--- src/sv/cxwd_pkg.sv ---
// Shared constants and types for the chained XOR word decryptor.
package cxwd_pkg;

  localparam int unsigned LaneW   = 32;
  localparam int unsigned NumLane = 2;
  localparam int unsigned WordW   = LaneW * NumLane;
  localparam int unsigned CountW  = 29;

  localparam logic [LaneW-1:0]  KEY_INIT   = 32'hA73C5F9D;
  localparam logic [LaneW-1:0]  KEY_STEP   = 32'hCE24F523;
  localparam logic [LaneW-1:0]  CHAIN_MASK = 32'hFEC9753E;
  localparam logic [CountW-1:0] COUNT_MAX  = {CountW{1'b1}};

  // cipher_mode codes
  localparam logic [1:0] MODE_BYPASS = 2'd0;
  localparam logic [1:0] MODE_V1     = 2'd1;
  localparam logic [1:0] MODE_V3     = 2'd2;

  // configuration register indexes
  localparam logic [1:0] REG_MODE   = 2'd0;
  localparam logic [1:0] REG_SEED   = 2'd1;
  localparam logic [1:0] REG_LENGTH = 2'd2;

  // per-beat control shared by all lanes
  typedef struct packed {
    logic             accept;  // beat taken this cycle
    logic             first;   // reload key and chain before use
    logic             active;  // decrypt this beat, else pass through
    logic [LaneW-1:0] start;   // chain start for a reload
  } lane_ctrl_t;

endpackage

--- src/sv/cxwd_lane.sv ---
// One 32-bit decrypt lane: running key, chain value and the XOR datapath.
module cxwd_lane
  import cxwd_pkg::*;
(
  input  logic             clk_i,
  input  logic             rst_ni,
  input  lane_ctrl_t       ctrl_i,
  input  logic [LaneW-1:0] cipher_i,
  output logic [LaneW-1:0] plain_o
);

  logic [LaneW-1:0] key_q, key_d;
  logic [LaneW-1:0] chain_q, chain_d;
  logic [LaneW-1:0] key_base, chain_base, key_new, plain_new;

  always_comb begin
    key_base   = ctrl_i.first ? KEY_INIT : key_q;
    chain_base = ctrl_i.first ? ctrl_i.start : chain_q;
    key_new    = (key_base + KEY_STEP) ^ chain_base;
    plain_new  = cipher_i ^ key_new;
    plain_o    = ctrl_i.active ? plain_new : cipher_i;
    key_d      = key_q;
    chain_d    = chain_q;
    if (ctrl_i.accept) begin
      if (ctrl_i.active) begin
        key_d   = key_new;
        chain_d = plain_new;
      end else begin
        key_d   = key_base;
        chain_d = chain_base;
      end
    end
  end

  always_ff @(posedge clk_i or negedge rst_ni) begin
    if (!rst_ni) begin
      key_q   <= KEY_INIT;
      chain_q <= '0;
    end else begin
      key_q   <= key_d;
      chain_q <= chain_d;
    end
  end

endmodule

--- src/sv/chained_xor_word_decrypt_top.sv ---
// Top level of the chained XOR word decryptor: config, word count, lanes, output register.
// An accepted input beat's result is registered in the output register.
// Throughput: one word per cycle while the input is not stalled; both lanes update key and chain in the accept cycle.
// The input is stalled only while a held result is itself stalled downstream.
// Reset: keys to 0xA73C5F9D, chains, word count and config registers to zero, output empty.
module chained_xor_word_decrypt_top
  import cxwd_pkg::*;
(
  input  logic             clk_i,
  input  logic             rst_ni,
  input  logic             cfg_we_i,
  input  logic [1:0]       cfg_idx_i,
  input  logic [LaneW-1:0] cfg_data_i,
  input  logic             in_valid_i,
  output logic             in_stall_o,
  input  logic [WordW-1:0] cipher_word_i,
  input  logic             first_word_i,
  output logic             out_valid_o,
  input  logic             out_stall_i,
  output logic [WordW-1:0] plain_word_o
);

  logic [1:0]        mode_q;
  logic [LaneW-1:0]  seed_q, length_q;
  logic [CountW-1:0] words_q, words_d, words_base;
  logic              out_valid_q;
  logic [WordW-1:0]  plain_q;
  logic [WordW-1:0]  plain_lanes;
  logic              acc;
  logic              mode_on;
  lane_ctrl_t        ctrl;

  always_ff @(posedge clk_i or negedge rst_ni) begin
    if (!rst_ni) begin
      mode_q   <= MODE_BYPASS;
      seed_q   <= '0;
      length_q <= '0;
    end else if (cfg_we_i) begin
      case (cfg_idx_i)
        REG_MODE:   mode_q   <= cfg_data_i[1:0];
        REG_SEED:   seed_q   <= cfg_data_i;
        REG_LENGTH: length_q <= cfg_data_i;
        default: ;
      endcase
    end
  end

  assign in_stall_o = out_valid_q && out_stall_i;
  assign acc        = in_valid_i && !in_stall_o;

  always_comb begin
    mode_on     = mode_q inside {MODE_V1, MODE_V3};
    words_base  = first_word_i ? '0 : words_q;
    words_d     = (words_base == COUNT_MAX) ? words_base : words_base + 1'b1;
    ctrl.accept = acc;
    ctrl.first  = first_word_i;
    ctrl.active = mode_on && (words_base < length_q[LaneW-1:3]);
    case (mode_q)
      MODE_V1: ctrl.start = length_q ^ CHAIN_MASK;
      MODE_V3: ctrl.start = (seed_q + length_q) ^ CHAIN_MASK;
      default: ctrl.start = '0;
    endcase
  end

  for (genvar l = 0; l < NumLane; l++) begin : g_lane
    cxwd_lane u_lane (
      .clk_i    (clk_i),
      .rst_ni   (rst_ni),
      .ctrl_i   (ctrl),
      .cipher_i (cipher_word_i[l*LaneW +: LaneW]),
      .plain_o  (plain_lanes[l*LaneW +: LaneW])
    );
  end

  always_ff @(posedge clk_i or negedge rst_ni) begin
    if (!rst_ni) begin
      words_q     <= '0;
      out_valid_q <= 1'b0;
    end else begin
      if (acc) begin
        words_q     <= words_d;
        out_valid_q <= 1'b1;
      end else if (!out_stall_i) begin
        out_valid_q <= 1'b0;
      end
    end
  end

  // merge lanes into the result beat
  always_ff @(posedge clk_i) begin
    if (acc) begin
      plain_q <= plain_lanes;
    end
  end

  assign out_valid_o  = out_valid_q;
  assign plain_word_o = plain_q;

  a_acc_fills_out: assert property (@(posedge clk_i) disable iff (!rst_ni)
    acc |=> out_valid_q)
    else $error("accepted beat did not reach the output register");

  a_bypass_passes: assert property (@(posedge clk_i) disable iff (!rst_ni)
    acc && mode_q == MODE_BYPASS |=> plain_q == $past(cipher_word_i))
    else $error("bypass beat was altered");

  a_first_count: assert property (@(posedge clk_i) disable iff (!rst_ni)
    acc && first_word_i |=> words_q == CountW'(1))
    else $error("word count not restarted on first word");

  a_count_mono: assert property (@(posedge clk_i) disable iff (!rst_ni)
    acc && !first_word_i |=> words_q >= $past(words_q))
    else $error("word count went backward");

endmodule

--- config.mk ---
export PLATFORM = sky130hd
export DESIGN_NAME = chained_xor_word_decrypt_top
export DESIGN_NICKNAME = d
export VERILOG_FILES = /design/src/sv/cxwd_pkg.sv /design/src/sv/cxwd_lane.sv /design/src/sv/chained_xor_word_decrypt_top.sv
export SDC_FILE = /design/constraint.sdc
export NUM_CORES = 1
export LEC_CHECK = 0
export ABC_AREA = 1
export BUFFER_PORTS_ARGS = -buffer_cell sky130_fd_sc_hd__clkbuf_2
export CORE_ASPECT_RATIO = 1.1
export CORE_UTILIZATION = 43
export DETAILED_ROUTE_END_ITERATION = 10
export PLACE_DENSITY = 0.58
export SETUP_SLACK_MARGIN = 0.02
export SYNTH_ARGS = -nofsm -noshare
export SYNTH_HDL_FRONTEND = slang
export SYNTH_SLANG_ARGS = --single-unit
export TNS_END_PERCENT = 100
--- constraint.sdc ---
create_clock -name clk_i -period 7.3 [get_ports clk_i]
set_clock_uncertainty 0.05 [all_clocks]
set_input_delay 0.365 -clock clk_i [delete_from_list [all_inputs] [get_ports clk_i]]
set_output_delay 0.365 -clock clk_i [all_outputs]
set_load 0.1 [all_outputs]
==> results of run 1 <==
-- logic make-up after synthesis --
kind of cell,Yosys count,synth area share
buffers and inverters,564,0.1020
DFF,288,0.3531
and+or+nand+nor,1767,0.3446
AOI/OAI and AO/OA,527,0.1315
xor gates and xnor gates,75,0.03061
adders and majority gates,65,0.03825
-- flip-flops by register name, summed over array words and instances, names as in the netlist --
| register | cells |
|---|---|
| g_lane.u_lane.chain_q | 64 |
| seed_q | 32 |
| plain_word_o | 64 |
| g_lane.u_lane.key_q | 64 |
| length_q | 32 |
| words_q | 29 |
| mode_q | 2 |
| out_valid_o | 1 |
-- synth_stat cells, types with 5 or more instances --
| master | instances | area [µm²] |
|---|---|---|
| dfrtp_1 | 184 | 4604 |
| clkbuf_1 | 77 | 289.0 |
| nand4_1 | 28 | 175.2 |
| dfstp_2 | 40 | 1051 |
| nor2_1 | 246 | 923.4 |
| nor3_2 | 5 | 50.05 |
| ha_1 | 64 | 800.8 |
| o21ai_0 | 261 | 1306 |
| nor2_2 | 20 | 125.1 |
| nand2_2 | 8 | 50.05 |
| xor2_1 | 50 | 437.9 |
| a31oi_1 | 21 | 131.4 |
| nor4_1 | 10 | 62.56 |
| nand3_1 | 315 | 1577 |
| and2_1 | 7 | 43.79 |
| o21bai_1 | 5 | 37.54 |
| nand2_1 | 1072 | 4024 |
| o22ai_1 | 22 | 137.6 |
| o21ai_1 | 11 | 55.05 |
| nand3b_1 | 7 | 52.55 |
| a22o_1 | 11 | 96.34 |
| edfxtp_1 | 64 | 1922 |
| a21oi_1 | 172 | 860.8 |
| nor3_1 | 26 | 130.1 |
| a21oi_2 | 5 | 43.79 |
| inv_1 | 455 | 1708 |
| or2_2 | 9 | 56.30 |
| nor2_4 | 7 | 78.83 |
| buf_2 | 19 | 95.09 |
| xnor2_1 | 25 | 219.0 |
-- placed cells by master, fill, tap and decap left out, types with 15 or more instances in the layout --
cell type / synthesis / routed
nand2_1: 1072 / 1072
inv_1: 455 / 454
nand3_1: 315 / 312
o21ai_0: 261 / 261
nor2_1: 246 / 245
dfrtp_1: 184 / 184
a21oi_1: 172 / 172
clkbuf_2: 0 / 167
ha_1: 64 / 64
edfxtp_1: 64 / 64
xor2_1: 50 / 50
dfstp_2: 40 / 40
clkbuf_16: 0 / 39
nand4_1: 28 / 28
nor3_1: 26 / 26
dlygate4sd3_1: 0 / 26
xnor2_1: 25 / 25
o22ai_1: 22 / 22
a31oi_1: 21 / 21
nor2_2: 20 / 20
clkbuf_1: 77 / 16
buf_4: 2 / 15
-- critical path: stages --
cell and delay, ns:
buf_4 0.35, buf_4 0.79, nor2_1 0.15, ha_1 0.22
a21oi_1 0.17, o31ai_1 0.09, a21oi_1 0.12, o21ai_0 0.11
nand3_1 0.13, nand3_4 0.54, inv_4 0.71, buf_4 0.40
nand3_1 0.14, nand2_1 0.08, nand2_1 0.06, nand2_1 0.09
-- how the worst min path moves through the flow --
stage | endpoint | cells after the start | slack, ns | start
after floorplan | g_lane[0].u_lane.chain_q[0] | 0 | 0.02 | rst_ni
after global placement | g_lane[0].u_lane.key_q[29] | 2 | 0.41 | g_lane[0].u_lane.key_q[29]
after detailed placement | g_lane[0].u_lane.key_q[29] | 2 | 0.41 | g_lane[0].u_lane.key_q[29]
after CTS | length_q[31] | 3 | 0.001 | cfg_data_i[31]
after global routing | seed_q[24] | 3 | 0.03 | cfg_data_i[24]
final | length_q[0] | 3 | 0.02 | cfg_data_i[0]
-- area by class of cell --
class / instances / area, µm² / area share
well taps: 652 / 815.8 / 0.03355
multi-input cells: 2434 / 11720 / 0.4822
flip-flops and latches: 288 / 7577 / 0.3117
clock buffers: 60 / 1105 / 0.04544
clock inverters: 6 / 107.6 / 0.004426
inverters: 457 / 1719 / 0.07071
repair buffers: 211 / 1264 / 0.05198
-- power breakdown --
part	internal (mW)	switching, mW
sequential	2.15	0.256
clock	1.14	0.737
combinational	0.985	2.53
-- metrics by stage --
stage            util  std cells
5_1_grt        0.4948       4108
4_1_cts        0.4948       4108
3_3_place_gp   0.4648       4016
2_1_floorplan       -       3286
3_5_place_dp   0.4648       4016
6_report       0.4948       4108
-- metal layers --
metal / wire length, µm / up-vias
met5: 0 / -
met2: 35580 / 627
met3: 3469 / 134
li1: - / 10890
met1: 29310 / 10260
met4: 2784 / 0
-- what timing repair did --
action / 4_1_cts / 5_1_grt
hold endpoints to repair: 116 / 0
hold buffers: 26 / 0
endpoints found under the setup margin: 0 / 0
==> metrics.txt, run 1 <==
Post-DP HPWL=53.09 mm; Hold Crit Class=in -> reg; number of buffers created by CTS=37; later-pin clock latency in the skew report=0.56 ns; final instance area=24310 µm²; leakage=12.42 nW; post-synth cell types=50; final hold violation count=0; # port buffers=169; Clock transition at path regs=0.06 ns; Syn Inst Count=3286; Peak VDD IR=0.0001886 V; Final period util=0.5808; clock root buffer=clkbuf_16; final setup margin=3.060 ns; antenna diode count=0; H-Tree Depth=2; Final GP Congestion=0.9391; FF-to-FF End=g_lane[0].u_lane.chain_q[10]; gr usage total=0.2782; Crit. End Element=register; ys async rst share=0.7778; CP required=7.73 ns; Post-synth EDFFs=64; met2 usage=0.5026; met1 usage=0.3334; GR Overflow Total=0; DR WL/cell=17.32 µm; Die Height=236.3 µm; worst-path maximum fanout=61; post-cts gate resize count=0; Max-slew headroom=0.2632; worst r2r src=words_q[3]; CTS Sinks=288; io pins=170; Final Power=7.788 mW; first-pass GRT wire length=112.0 mm; register area share after synthesis=0.3531; R2R Setup Slk=3.33 ns; crit path time final=4.240 ns; Layout Nets=3598; Worst-Margin Slew=1.105 ns; initial DRC count=1446; initial antenna violation count=0; WP data arrival=4.67 ns; # rows=85; drt first pass iters=8; synthesized area=21460 µm²; max-cap viol count=0; FF+latch count, synth=288; maximum number of pins on one net before global-route repair=178; Via density=5.333; Final Setup Violations=0; Max Root-Sink Buffers=3; Post-Route WL=71.15 mm; P per Cell Area=320.3 nW/µm²; Max Transition Viols Final=0; Max Fclk=235.9 MHz; mean area per synthesized cell=6.531 µm²; unrepaired setup endpoints after global routing=no; Reg2Reg Depth=17; fillers=5059; remaining routing DRC violations=0; initial core utilization=0.4368; setup total negative slack=0 ns; Core ar.=49130 µm²; via count=21910; share of cells above drive strength 1=0.09722; crit path to=g_lane[0].u_lane.chain_q[10]; Area growth syn-to-layout=13.29%; beginning of the critical path=first_word_i; die area=50810 µm²; Area after DPL=22840 µm²; antenna viol nets, final=0; worst hold slack=0.02464 ns; outcome=complete, no violations; CP Class=in -> reg; grt met3 use=0.03366; Synth Net Count=3455; vias in the first global route=21120; Die Wd=215.0 µm; main flop type after synthesis=dfrtp_1; Post-CTS Repair Setup Buffers=0; busiest layer in global routing=met2; Setup WS pre-CTS=2.504 ns; CTS tree=done; Ys Warns=0; CP Launch Type=input pin
(Power assumes the default switching activity.)
==> run 2, diff against run 1 <==
--- a/config.mk
+++ b/config.mk
@@ -10,7 +10,7 @@
 export CORE_ASPECT_RATIO = 1.1
 export CORE_UTILIZATION = 43
 export DETAILED_ROUTE_END_ITERATION = 10
-export PLACE_DENSITY = 0.58
+export PLACE_DENSITY = 0.61
 export SETUP_SLACK_MARGIN = 0.02
 export SYNTH_ARGS = -nofsm -noshare
 export SYNTH_HDL_FRONTEND = slang
==> constraint.sdc (replaced) <==
create_clock -name clk_i -period 3.8 [get_ports clk_i]
set_clock_uncertainty 0.05 [all_clocks]
set_input_delay 0.19 -clock clk_i [delete_from_list [all_inputs] [get_ports clk_i]]
set_output_delay 0.19 -clock clk_i [all_outputs]
set_load 0.1 [all_outputs]
==> run 2 against run 1 <==
Effect of this change: die area stayed put; critical path depth shrank 1; utilization up 1.8 points; sequential share of layout area shrank 1.1 points; power increased by 95%; sequential cell count unchanged; global-route usage about the same; setup slack got worse by 2.7 ns; register-to-register slack lost 3.0 ns; clock power is 99% higher; critical path type is now reg -> reg; largest power group unchanged; highest routed layer unchanged.
==> metrics.txt, run 2 (synthesis results as in run 1) <==
clock root buffer=clkbuf_16 (unchanged); Finished Layout Cells=4185 (was 4108); placed insts=4026 (was 4016); CTS tree=done (unchanged); Via density=5.273 (was 5.333); die area=50810 µm² (unchanged); first-pass GRT wire length=112.7 mm (was 112.0 mm); Final GP Congestion=0.9757 (was 0.9391); Die Wd=215.0 µm (unchanged); Hold Crit Start=cipher_word_i[5] (was cfg_data_i[0]); crit path time final=3.483 ns; io pins=170 (unchanged); CTS Sinks=288 (unchanged); Area growth syn-to-layout=17.39% (was 13.29%); post-cts gate resize count=0 (unchanged); Max-slew headroom=0.2550 (was 0.2632); P per Cell Area=603.9 nW/µm² (was 320.3 nW/µm²); most common cell after layout, fill and taps aside=nand2_1 (unchanged); Reg2Reg Depth=15 (was 17); Crit. End Element=register (unchanged); Clock transition at path regs=0.06 ns (about the same); later-pin clock latency in the skew report=0.56 ns (about the same); WP data arrival=3.69 ns (was 4.67 ns); antenna diode count=0 (unchanged); CP required=4.01 ns (was 7.73 ns); FF-to-FF End=plain_word_o[44] (was g_lane[0].u_lane.chain_q[10]); final hold violation count=0 (unchanged); CP max stage delay=0.46 ns (was 0.79 ns); initial antenna violation count=0 (unchanged); crit path cell chain=ha_1, fa_1, nand3_1, nand3_1, nand3_1, nand3_1, xor2_1, o21ai_0, nand2_1, nand2_1, nand2_1, nand2_1, nand2_1, nand3_1, o21ai_0 (was buf_4, buf_4, nor2_1, ha_1, a21oi_1, o31ai_1, a21oi_1, o21ai_0, nand3_1, nand3_4, inv_4, buf_4, nand3_1, nand2_1, nand2_1, nand2_1); Max Fclk=287.1 MHz; Peak VDD IR=0.0004239 V (was 0.0001886 V); # port buffers=169 (unchanged); Worst-Margin Slew=1.117 ns (was 1.105 ns); Max Transition Viols Final=0 (unchanged); R2R Setup Slk=0.32 ns (was 3.33 ns); via count=22070 (was 21910); antenna viol nets, final=0 (unchanged); unrepaired setup endpoints after global routing=no (unchanged); # rows=85 (unchanged); initial core utilization=0.4368 (unchanged); Layout Nets=3674 (was 3598); CP Class=reg -> reg (was in -> reg); share of the core filled with cells=0.5127 (was 0.4948); gr usage total=0.2787 (was 0.2782); Hold Crit Class=in -> reg (unchanged); maximum number of pins on one net before global-route repair=147 (was 178); CP Launch Type=register (was input pin); Core ar.=49130 µm² (unchanged); share of cells above drive strength 1=0.1005 (was 0.09722); worst-path maximum fanout=4 (was 61); Max Root-Sink Buffers=3 (unchanged); Die Height=236.3 µm (unchanged); setup total negative slack=0 ns (unchanged); Setup WS pre-CTS=0.2947 ns (was 2.504 ns); vias in the first global route=21470 (was 21120); Hold EP=g_lane[0].u_lane.chain_q[5] (was length_q[0]); remaining routing DRC violations=0 (unchanged); leakage=12.81 nW (was 12.42 nW); Final Setup Violations=0 (unchanged); Post-Route WL=71.03 mm (was 71.15 mm); worst hold slack=0.03699 ns (was 0.02464 ns); worst r2r src=seed_q[0] (was words_q[3]); DR WL/cell=16.97 µm (was 17.32 µm); Post-DP HPWL=53.04 mm (was 53.09 mm); H-Tree Depth=2 (unchanged); CP max stage cell=fa_1 (was buf_4); number of buffers created by CTS=36 (was 37); GR Overflow Total=0 (unchanged); final setup margin=0.3166 ns (was 3.060 ns); drt first pass iters=6 (was 8); outcome=complete, no violations (unchanged); Final period util=0.9167; initial DRC count=1676 (was 1446); most frequent cells in the layout=nand2_1, inv_1, nand3_1 (unchanged); max-cap viol count=0 (unchanged); worst hold stages=4 (was 3); Post-CTS Repair Setup Buffers=0 (unchanged)
run 2: changes by cell type in the layout (fill, tap and decap cells not counted):
cell,delta
buf_12,+7
buf_4,+3
bufinv_16,+3
clkbuf_1,-13
clkbuf_16,-2
clkbuf_8,-1
clkinv_1,+4
clkinv_2,+5
clkinvlp_4,+2
dlygate4sd3_1,+67
inv_4,+1
inv_6,+1
run 2: metrics by stage:
stage,area [µm²],power [mW]
floorplan,21460,9.656
global placement,23000,11.24
detailed placement,23000,11.41
CTS,25190,15.27
global route,25190,16.29
finish,25190,15.21
run 2: final cells by class:
| cell class | instances | area (µm²) |
|---|---|---|
| inverter | 457 | 1719 |
| multi-input combinational | 2434 | 11720 |
| fill | 5008 | 23940 |
| clock inverter | 22 | 267.8 |
| sequential | 288 | 7577 |
| clock buffer | 44 | 992.2 |
| tap | 652 | 815.8 |
| timing repair buffer | 288 | 2097 |
run 2: how the worst max path moves through the flow:
| stage | end | from | slack (ns) | cells past startpoint |
|---|---|---|---|---|
| floorplan | plain_word_o[0] | out_valid_o | 0.29 | 5 |
| global placement | plain_word_o[49] | first_word_i | 0.32 | 11 |
| detailed placement | plain_word_o[49] | first_word_i | 0.29 | 11 |
| CTS | plain_word_o[50] | seed_q[0] | 0.38 | 16 |
| global route | plain_word_o[44] | length_q[0] | 0.17 | 15 |
| finish | plain_word_o[44] | seed_q[0] | 0.32 | 15 |
run 2: layer usage:
layer	GRT usage	share of wire	up-vias
li1	-	-	11040
met1	0.3461	0.43	10350
met2	0.4960	0.50	562
met3	0.02798	0.040	120
met4	0.1060	0.035	0
met5	0	0	-
run 2: critical path, delay by kind of cell (launching register included):
kind                       cells  cell delay (ns)
and+or+nand+nor               10             1.41
DFF                            1             0.38
AOI/OAI and AO/OA              2             0.40
adders and majority gates      2             0.72
xor gates and xnor gates       1             0.21
run 2: power breakdown:
group	leakage, nW	switching (mW)	internal, mW	total (mW)
registers	3.32	0.468	4.12	4.59
clock network	0.618	1.45	2.27	3.72
logic	8.87	4.92	1.98	6.91
run 2: timing repair:
action,CTS,global route
endpoints found under the hold margin,231,0
endpoints found under the setup margin,0,0
hold buffers,93,0
